<file path="config.mk">
export PLATFORM = sky130hd
export DESIGN_NAME = drs_cell
export DESIGN_NICKNAME = d
export VERILOG_FILES = /design/src/design/drs_pkg.sv /design/src/design/drs_cell.sv
export SDC_FILE = /design/constraint.sdc
export NUM_CORES = 1
export LEC_CHECK = 0
export CAP_MARGIN = 20
export CORE_ASPECT_RATIO = 0.75
export CORE_MARGIN = 3
export CORE_UTILIZATION = 60
export DETAILED_ROUTE_END_ITERATION = 16
export DONT_BUFFER_PORTS = 1
export PLACE_DENSITY_LB_ADDON = 0.15
export SYNTH_ARGS = -nofsm -noshare
export SYNTH_HDL_FRONTEND = slang
export SYNTH_SLANG_ARGS = --single-unit
</file>
<file path="constraint.sdc">
create_clock -name clk -period 4.75 [get_ports clk]
set_input_delay 1.425 -clock clk [delete_from_list [all_inputs] [get_ports clk]]
set_output_delay 1.425 -clock clk [all_outputs]
set_load 0.05 [all_outputs]
</file>
<file path="src/design/drs_pkg.sv">
// Package for dense_rank_of_scores: FSM state type, cell control word and
// fixed port widths. No dependencies.
`default_nettype none
package drs_pkg;

  localparam int SCORE_IN_W = 16;
  localparam int RANK_W     = 7;
  localparam int POS_W      = 6;

  typedef enum logic [1:0] {
    ST_LOAD,
    ST_INIT,
    ST_ROT,
    ST_OUT
  } state_t;

  typedef struct packed {
    logic write;
    logic init;
    logic rotate;
    logic shift;
  } cell_ctl_t;

endpackage
`default_nettype wire

</file>
<file path="src/design/drs_cell.sv">
// One cell of the rank chain: holds a score, its first-occurrence flag, a
// circulating token and a rank counter. Depends on drs_pkg.
`default_nettype none
module drs_cell #(
  parameter int SCORE_BITS = 16,
  parameter int CNT_W      = 7,
  parameter int INDEX      = 0
) (
  input  logic                          clk,
  input  drs_pkg::cell_ctl_t            ctl,
  input  logic signed [SCORE_BITS-1:0]  new_score,
  input  logic                          new_uniq,
  input  logic        [CNT_W-1:0]       count,
  input  logic signed [SCORE_BITS-1:0]  trav_in,
  input  logic                          ok_in,
  input  logic        [CNT_W-1:0]       cnt_in,
  output logic signed [SCORE_BITS-1:0]  trav_out,
  output logic                          ok_out,
  output logic        [CNT_W-1:0]       cnt_out,
  output logic                          match
);

  logic signed [SCORE_BITS-1:0] score;
  logic                         uniq;
  logic signed [SCORE_BITS-1:0] trav;
  logic                         trav_ok;
  logic        [CNT_W-1:0]      cnt;
  logic                         valid;

  assign valid    = CNT_W'(INDEX) < count;
  assign match    = valid && (score == new_score);
  assign trav_out = trav;
  assign ok_out   = trav_ok;
  assign cnt_out  = cnt;

  always_ff @(posedge clk) begin
    if (ctl.write && (count == CNT_W'(INDEX))) begin
      score <= new_score;
      uniq  <= new_uniq;
    end
  end

  // token pass: count distinct higher scores as they go by
  always_ff @(posedge clk) begin
    if (ctl.init) begin
      trav    <= score;
      trav_ok <= uniq && valid;
      cnt     <= CNT_W'(1);
    end else if (ctl.rotate) begin
      if (trav_ok && (trav > score)) begin
        cnt <= cnt + CNT_W'(1);
      end
      trav    <= trav_in;
      trav_ok <= ok_in;
    end else if (ctl.shift) begin
      cnt <= cnt_in;
    end
  end

endmodule
`default_nettype wire

</file>
==> flow_summary_export.csv <==
group,metric,value,unit
grt,antenna_found_initial,0,
setup_path,cp-end-kind,"output port",
sta,worst_pin_slew,0.7602,ns
hold_path,worstHoldPathType,"register to register",
pwr,peakVddDrop,226.7,uV
drt,drt_iter0_drc,129,
place,io_buffers,0,
cts,cts_resized,0,
synthesis,synth_top_family_by_area,"simple AND/OR/NAND/NOR gates",
synthesis,synthAdderAreaFrac,8.877,%
grt,grt_max_degree,27,
drt,drt-wirelength-per-cell,19.69,um
pwr,p_sw,0.0002422,W
cts,cts_buffer_depth,2,
synthesis,synth_edf_count,34,
setup_path,crit_slowest_cell,"or4_1",
synthesis,synth_warnings,0,
layout,nNetsFinal,276,
setup_path,cpPeakStageDelay,0.51,ns
setup_path,criticalPathCategory,"input pin to output port",
place,gp_congestion,0.7469,
drt,antenna_left,0,
synthesis,syn_avg_cell_area,11.75,sq um
layout,multi_input_area,1149,sq um
drt,dr.pass1.iters,4,
synthesis,synth-compound-area-share,10.39,%
setup_path,worstPathArrival,2.68,ns
synthesis,synth_mux_area_share,10.29,%
synthesis,async_reset_ff_share,0,%
pwr,cellPowerDensity,313.1,nW/um^2
pwr,power_frac_clock,28.7,%
setup_path,crit_fanout,3,
layout,design_area,2536,sq um
setup_path,critPathLaunchType,"input pin",
cts,cts_hold_buf,0,
synthesis,synthesis.nets,274,
sta,hold_viol,0,
cts,htree_num_levels,2,
cts,clock_latency,0.30,ns
sta,fmax,243.8,MHz
sta,skew,0.006941,ns
drt,via_per_inst,6.367,
drt,drc_errors,0,
synthesis,synth-xor-area-share,7.676,%
pwr,switching_share,30.51,%
cts,clockRootBuffer,"clkbuf_8",
synthesis,synth-seq-area-share,48.46,%
sta,fin_hold_ws,0.6039,ns
sta,setup_viol,0,
cts,clkTransAtPathRegs,0.08,ns
setup_path,crit_chain,"or4_1, nor4_1, nor3_2, buf_4",
layout,layout.area.seq,1161,sq um
place,placed_area,2450,sq um
cts,clock_sinks,41,
floorplan,die_w,78.97,um
synthesis,synthSimpleGateAreaFrac,10.50,%
pwr,seqPwrFrac,61.0,%
floorplan,initial_utilization,63.79,%
grt,track_usage,22.55,%
sta,relSlewSlack,49.32,%
sta,timing.setup.tns,0,ns
floorplan,die_area,4795,sq um
layout,drive_gt1_share,16.91,%
pwr,p_leak,0.9515,nW
grt,grt_pass1_vias,1600,
floorplan,rows,19,
sta,rsz0062_at_grt,"no",
layout,area.growth.synth_to_final,5.848,%
synthesis,synthCells,204,
synthesis,synth_ff_type,"edfxtp_1",
run,cap_violations,0,
place,place_hpwl,3933,um
layout,fillCellCount,298,
setup_path,cp_data_required_time,3.32,ns
grt,grt_pass1_wl,8017,um
grt,grt_overflow,0,
pwr,internal_power,0.0005519,W
run_status,status,"finished clean",
cts,post_cts_buffers,0,
cts,cts-buffers-inserted,5,
synthesis,syn-cell-area,2396,sq um
floorplan,pin_count,78,
sta,post-route-period-util,86.34,%
drt,routed_wl,5099,um
floorplan,core-area,3756,sq um
synthesis,synth-seq-cells,41,
drt,vias,1649,
synthesis,synth_cell_types,40,
floorplan,die_height,60.73,um
sta,period_needed,4.101,ns
sta,final-max-slew-violation-count,0,
pwr,pwr-share-comb,10.4,%
cts,cts_tree,"done",
layout,diodes,0,
synthesized netlist by cell type (2+ instances only):
| library cell | instances | area share, % |
|---|---|---|
| dfxtp_1 | 7 | 5.8 |
| nand2_1 | 3 | 0.47 |
| ha_1 | 17 | 8.9 |
| nand3_1 | 5 | 1.0 |
| a211oi_1 | 2 | 0.63 |
| nor2b_1 | 2 | 0.52 |
| a31oi_1 | 8 | 2.1 |
| inv_1 | 18 | 2.8 |
| xor2_1 | 16 | 5.8 |
| a21oi_1 | 10 | 2.1 |
| nor4_1 | 9 | 2.3 |
| nor3_1 | 6 | 1.3 |
| nand4_1 | 5 | 1.3 |
| o211ai_1 | 2 | 0.63 |
| mux2_2 | 21 | 9.9 |
| xnor2_1 | 5 | 1.8 |
| a21o_1 | 2 | 0.63 |
| nor2_1 | 7 | 1.1 |
| a31o_1 | 2 | 0.73 |
| clkbuf_1 | 4 | 0.63 |
| edfxtp_1 | 34 | 43 |
path summary, 6_finish.rpt:
path / from / end / slack (ns) / depth (start not counted)
max: count[2] / match / 0.65 / 4
min: uniq$_DFFE_PP_ / ok_out$_DFFE_PP_ / 0.60 / 2
max reg2reg: trav_out[7]$_DFFE_PP_ / cnt_out[0]$_SDFFE_PP1P_ / 1.98 / 7
min reg2reg: uniq$_DFFE_PP_ / ok_out$_DFFE_PP_ / 0.60 / 2
state kept, by name, summed over array words and instances, names as in the netlist:
register  cells
cnt_out       7
ok_out        1
uniq          1
trav_out     16
score        16
through the flow:
| stage | setup slack [ns] | cells | util [%] | total power, W |
|---|---|---|---|---|
| CTS | 0.6156 | 259 | 67.52 | 0.0007947 |
| global placement | 0.6471 | 251 | 65.22 | 0.0005690 |
| global route | 0.5715 | 259 | 67.52 | 0.0008240 |
| finish | 0.6487 | 259 | 67.52 | 0.0007941 |
| detailed placement | 0.6225 | 251 | 65.22 | 0.0005741 |
| floorplan | 0.3639 | 204 | - | 0.0005589 |
layout make-up:
type,instances,area share (%)
Clock buffer,5,2.713
Clock inverter,3,0.6907
Inverter,18,2.664
Multi-Input combinational cell,139,45.29
Sequential cell,41,45.78
Tap cell,52,2.565
Timing Repair Buffer,1,0.2960
logic make-up (layout without fill, tap and decap cells):
family,count (synthesis),count (layout)
simple gates,44,44
fa+ha+maj,17,17
flops,41,41
xor+xnor,21,21
mux,22,22
compound gates,35,35
buf+inv,24,27
worst max-delay path: cells and delay by family:
| family | cells | cell delay, ns |
|---|---|---|
| AND/OR/NAND/NOR | 3 | 1.04 |
| buffers and inverters | 1 | 0.21 |
cells in the final DEF, fill, tap and decap left out, types with 2 or more instances in the layout:
cell	synthesis	final
a211oi_1	2	2
a21o_1	2	2
a21oi_1	10	10
a31o_1	2	2
a31oi_1	8	8
clkbuf_8	0	5
clkinv_2	0	2
dfxtp_1	7	7
edfxtp_1	34	34
ha_1	17	17
inv_1	18	18
mux2_2	21	21
nand2_1	3	3
nand3_1	5	5
nand4_1	5	5
nor2_1	7	7
nor2b_1	2	2
nor3_1	6	5
nor4_1	9	9
o211ai_1	2	2
xnor2_1	5	5
xor2_1	16	16
routing by layer:
metal / GRT usage (%) / routed length [um]
met5: 0 / 0
met4: 6.127 / 42
met3: 9.050 / 519
met2: 33.45 / 2246
met1: 31.15 / 2290
power groups by stage:
stage / Combinational, W / Sequential, W / Clock (W)
2_1_floorplan: 0.0000727 / 0.000486 / 0
3_3_place_gp: 0.0000776 / 0.000491 / 0
3_5_place_dp: 0.0000815 / 0.000493 / 0
4_1_cts: 0.0000822 / 0.000484 / 0.000228
5_1_grt: 0.0000919 / 0.000487 / 0.000245
6_report: 0.0000825 / 0.000484 / 0.000228
Power figures use the tool's default switching activity.
