$ cat src/design/drs_pkg.sv
// Package for dense_rank_of_scores: FSM state type, cell control word and
// fixed port widths. No dependencies.
`default_nettype none
package drs_pkg;

  localparam int SCORE_IN_W = 16;
  localparam int RANK_W     = 7;
  localparam int POS_W      = 6;

  typedef enum logic [1:0] {
    ST_LOAD,
    ST_INIT,
    ST_ROT,
    ST_OUT
  } state_t;

  typedef struct packed {
    logic write;
    logic init;
    logic rotate;
    logic shift;
  } cell_ctl_t;

endpackage
`default_nettype wire

$ cat src/design/drs_ctrl.sv
// Sequencer for dense_rank_of_scores: item count, phase FSM, rotation and
// output counters, handshakes. Depends on drs_pkg.
`default_nettype none
module drs_ctrl #(
  parameter int MAX_ITEMS = 64
) (
  input  logic                                clk,
  input  logic                                rst,
  input  logic                                in_valid,
  input  logic                                last,
  input  logic                                out_ready,
  output logic                                in_ready,
  output logic                                out_valid,
  output logic                                final_res,
  output logic [drs_pkg::POS_W-1:0]           position,
  output logic [$clog2(MAX_ITEMS+1)-1:0]      count,
  output drs_pkg::cell_ctl_t                  ctl
);
  import drs_pkg::*;

  localparam int CNT_W = $clog2(MAX_ITEMS + 1);
  localparam int IDX_W = $clog2(MAX_ITEMS);

  state_t           state, state_next;
  logic [IDX_W-1:0] rot;
  logic [IDX_W-1:0] pos;
  logic             full;
  logic             in_acc;
  logic             out_acc;
  logic             rot_done;

  assign full      = count == CNT_W'(MAX_ITEMS);
  assign in_acc    = in_valid && in_ready;
  assign out_acc   = out_valid && out_ready;
  assign rot_done  = rot == IDX_W'(MAX_ITEMS - 1);
  assign final_res = (CNT_W'(pos) + CNT_W'(1)) == count;
  assign position  = POS_W'(pos);

  always_comb begin
    state_next = state;
    unique case (state)
      ST_LOAD: if (in_valid && last) state_next = ST_INIT;
      ST_INIT: state_next = ST_ROT;
      ST_ROT:  if (rot_done) state_next = ST_OUT;
      ST_OUT:  if (out_ready && final_res) state_next = ST_LOAD;
      default: state_next = ST_LOAD;
    endcase
  end

  always_comb begin
    in_ready   = 1'b0;
    out_valid  = 1'b0;
    ctl.init   = 1'b0;
    ctl.rotate = 1'b0;
    unique case (state)
      ST_LOAD: in_ready   = 1'b1;
      ST_INIT: ctl.init   = 1'b1;
      ST_ROT:  ctl.rotate = 1'b1;
      ST_OUT:  out_valid  = 1'b1;
      default: ;
    endcase
    ctl.write = in_acc && !full;
    ctl.shift = out_acc;
  end

  always_ff @(posedge clk) begin
    if (rst) begin
      state <= ST_LOAD;
      count <= '0;
    end else begin
      state <= state_next;
      if (out_acc && final_res) begin
        count <= '0;
      end else if (ctl.write) begin
        count <= count + CNT_W'(1);
      end
    end
  end

  always_ff @(posedge clk) begin
    if (ctl.init) begin
      rot <= '0;
      pos <= '0;
    end else begin
      if (ctl.rotate) rot <= rot + IDX_W'(1);
      if (out_acc)    pos <= pos + IDX_W'(1);
    end
  end

  a_no_overlap: assert property (@(posedge clk) disable iff (rst)
    !(in_ready && out_valid))
    else $error("input and output phases overlap");

  a_count_cap: assert property (@(posedge clk) disable iff (rst)
    count <= CNT_W'(MAX_ITEMS))
    else $error("item count above capacity");

  a_clear_after_final: assert property (@(posedge clk) disable iff (rst)
    (out_acc && final_res) |=> (count == '0) && in_ready)
    else $error("set not cleared after final rank");

  a_out_nonempty: assert property (@(posedge clk) disable iff (rst)
    out_valid |-> (count != '0))
    else $error("rank output with empty set");

endmodule
`default_nettype wire

$ cat config.mk
export PLATFORM = sky130hd
export DESIGN_NAME = drs_ctrl
export DESIGN_NICKNAME = d
export VERILOG_FILES = /design/src/design/drs_pkg.sv /design/src/design/drs_ctrl.sv
export SDC_FILE = /design/constraint.sdc
export NUM_CORES = 1
export LEC_CHECK = 0
export ABC_CLOCK_PERIOD_IN_PS = 3200
export BUFFER_PORTS_ARGS = -buffer_cell sky130_fd_sc_hd__clkbuf_2
export CAP_MARGIN = 40
export CORE_MARGIN = 2
export CORE_UTILIZATION = 40
export DETAILED_ROUTE_END_ITERATION = 12
export GPL_TIMING_DRIVEN = 0
export HOLD_SLACK_MARGIN = 0.03
export MAX_ROUTING_LAYER = met4
export SETUP_SLACK_MARGIN = 0.02
export SYNTH_ARGS = -nofsm -noshare
export SYNTH_HDL_FRONTEND = slang
export SYNTH_SLANG_ARGS = --single-unit
$ cat constraint.sdc
create_clock -name clk -period 3.2 [get_ports clk]
set_clock_uncertainty 0.2 [all_clocks]
set_input_delay 0.64 -clock clk [delete_from_list [all_inputs] [get_ports clk]]
set_output_delay 0.64 -clock clk [all_outputs]
set_load 0.05 [all_outputs]
==> flow_summary_export.csv <==
group,metric,value,unit
timing,fmax,329.7,MHz
clocking,clock_sinks,21,
hold_path,hold_path_class,"flop to flop",
grt,grt_max_degree,13,
cells_and_area,fin_nets,196,
clocking,clk_path_buf_depth,2,
synthesis,yosysSeqAreaShare,32.81,%
synthesis,ys_warn_count,0,
clocking,cts_inserted_buffers,3,
place,routabilityCongestion,0.7861,
power_and_ir_drop,p_comb_share,51.3,%
timing,max_slew.worst_pin.slew,0.5668,ns
drt,drc,0,
timing,fin_crit,3.033,ns
power_and_ir_drop,seq_power_share,34.8,%
synthesis,synth_top_area_share,32.81,%
setup_path,cp.arrival,2.19,ns
floorplanning,die_y,60.60,microns
setup_path,critPathMaxFanout,5,
clocking,cts_tree,"yes",
setup_path,cp-start-kind,"flop",
floorplanning,pin_count,25,
timing,slew-limit-headroom,62.04,%
floorplanning,die_area,3672,sq um
power_and_ir_drop,peakVddDrop,0.2152,mV
place,portBuffers,24,
timing,rsz0062_at_grt,"no",
power_and_ir_drop,switchingPower,0.4432,mW
synthesis,synth_edf_count,0,
synthesis,yosys.cell_types.count,39,
timing,setup_tns,0,ns
timing,fin_ws,0.1673,ns
place,dp_slack,0.3253,ns
drt,drt_first_pass_iters,4,
cells_and_area,area_growth,18.46,%
timing,holdWs,0.3073,ns
grt,grt_pass1_vias,1041,
flow_run,max_cap_violations,0,
power_and_ir_drop,powerDensity,630.1,nW/um^2
floorplanning,die_w,60.60,microns
clocking,clk_latency,0.31,ns
synthesis,synth_top_cells_by_area,"dfxtp_1 33%, ha_1 7.8%, xnor2_1 6.8%",
place,post_dp_cell_area,1469,sq um
clocking,cts.clk_slew.worst_paths,0.12,ns
synthesis,netlist_area,1281,sq um
drt,avgViaCountPerCell,5.080,
power_and_ir_drop,p_leak,0.6250,nW
synthesis,syn_inst,152,
grt,antenna_found_initial,0,
floorplanning,core,3053,sq um
grt,grt_overflow,0,
setup_path,path_cells,"ha_1, xnor2_1, o311ai_1, or4_4, nor2_4, buf_8",
drt,wirelength,2723,microns
cells_and_area,drive_above_1_share,21.98,%
setup_path,critical_path_class,"flop to output port",
synthesis,synth-seq-cells,21,
drt,drt_iter0_markers,52,
synthesis,avgSynthCellArea,8.429,sq um
synthesis,yosysMostFrequentCell,"dfxtp_1",
power_and_ir_drop,swShare,46.34,%
clocking,postCtsHoldBufs,0,
drt,vias,1148,
setup_path,crit_path_end_kind,"output port",
power_and_ir_drop,p_clk_share,13.9,%
cells_and_area,seqCellArea,424.2,sq um
clocking,htreeDepth,1,
status,status,"completed",
timing,setup_violations,0,
synthesis,netlist_top_cells_count,"21 x dfxtp_1, 20 x nor2_1, 14 x nand2_1, 10 x xnor2_1",
setup_path,cpMaxStageDelayCell,"or4_4",
timing,hold_viol,0,
cells_and_area,fill_cells,322,
place,place_hpwl,2083,microns
setup_path,critPathMaxStageDelay,0.59,ns
cells_and_area,multi_input_area,808.3,sq um
setup_path,cp.required,2.36,ns
timing,fin_crit_sh,94.77,%
floorplanning,rows,20,
cells_and_area,final_area,1518,sq um
synthesis,synth_ff_type,"dfxtp_1",
cells_and_area,diodes,0,
drt,ant_nets,0,
floorplanning,start_util,41.97,%
timing,drv_slew,0,
clocking,cts_root_buf,"clkbuf_4",
power_and_ir_drop,p_int,0.5132,mW
synthesis,async_flop_share,0,%
grt,track_usage,16.95,%
drt,post_drt_wl_per_cell,12.05,microns
grt,grt_first_pass_wirelength,4512,microns
synthesis,syn-num-nets,165,
synthesis,yosysTopAreaCell,"dfxtp_1",
## power groups by stage
stage	combinational (mW)	clock (mW)	sequential, mW
after floorplan	0.332	0	0.370
after global placement	0.453	0	0.336
after detailed placement	0.459	0	0.336
after CTS	0.466	0.138	0.331
after global routing	0.537	0.148	0.339
final	0.491	0.133	0.332
## logic make-up (layout without fill, tap and decap cells)
family | count (synthesis) | count (layout) | synth area share (%)
buf+inv | 13 | 43 | 4.688
mux | 1 | 1 | 0.7813
flops | 21 | 21 | 32.81
fa+ha+maj | 8 | 8 | 7.813
xor+xnor | 19 | 19 | 12.99
simple gates | 64 | 64 | 26.76
compound gates | 26 | 26 | 14.16
## registers in the layout, summed over array words and instances (netlist names)
name,cells
count,7
rot,6
state,2
position,6
## layout by cell type, fill, tap and decap left out, drive strengths merged, types with 3 or more instances in the layout
cell type,Yosys,final
nand3,4,4
a21oi,7,7
clkbuf,2,28
nor2,20,20
xor2,9,9
nand2,14,14
buf,2,5
or3,6,6
nand4,4,4
xnor2,10,10
inv,9,9
nor4b,3,3
dfxtp,21,21
o21ai,5,5
ha,8,8
## worst max-delay path, delay by kind of cell (launching register included)
kind	cells	cell delay, ns
buffers and inverters	1	0.15
XOR/XNOR	1	0.16
adder cells (fa/ha/maj)	1	0.32
flip-flops	1	0.38
AND/OR/NAND/NOR	2	0.75
AO/OA/AOI/OAI	1	0.12
## repair_timing
item,CTS,global route
pin swaps,0,1
setup endpoints to repair,1,1
resized for setup,2,5
endpoints found under the hold margin,0,0
setup buffers,0,1
## layer usage
metal | vias up | wire [microns] | share of wire, % | track usage (%)
met1 | 533 | 1321 | 49 | 20.91
li1 | 594 | - | - | -
met4 | 0 | 44 | 1.6 | 7.143
met2 | 17 | 1272 | 47 | 27.04
met5 | - | 0 | 0 | -
met3 | 4 | 84 | 3.1 | 3.198
## worst paths after layout
check	startpoint	to	slack, ns	cells past startpoint
setup / recovery	position[0]$_SDFFE_PP0P_	final_res	0.17	6
hold reg to reg	rot[5]$_SDFFE_PP0P_	rot[5]$_SDFFE_PP0P_	0.31	2
hold / removal	rot[5]$_SDFFE_PP0P_	rot[5]$_SDFFE_PP0P_	0.31	2
setup reg to reg	position[0]$_SDFFE_PP0P_	count[6]$_SDFFE_PP0P_	0.55	7
## layout make-up
| class | count | area share, % |
|---|---|---|
| Tap cell | 44 | 3.627 |
| Clock inverter | 1 | 0.3298 |
| Timing Repair Buffer | 26 | 9.398 |
| Inverter | 9 | 2.226 |
| Multi-Input combinational cell | 118 | 53.26 |
| Buffer | 4 | 1.731 |
| Sequential cell | 21 | 27.95 |
| Clock buffer | 3 | 1.484 |
## metrics by stage
stage	power, mW	std cells	utilization, %
final	0.9564	226	49.71
after detailed placement	0.7955	221	48.11
after global placement	0.7889	220	47.95
after global routing	1.024	226	49.71
after CTS	0.9349	225	49.14
after floorplan	0.7024	152	-
No activity file was read; power rests on OpenSTA's default activity.
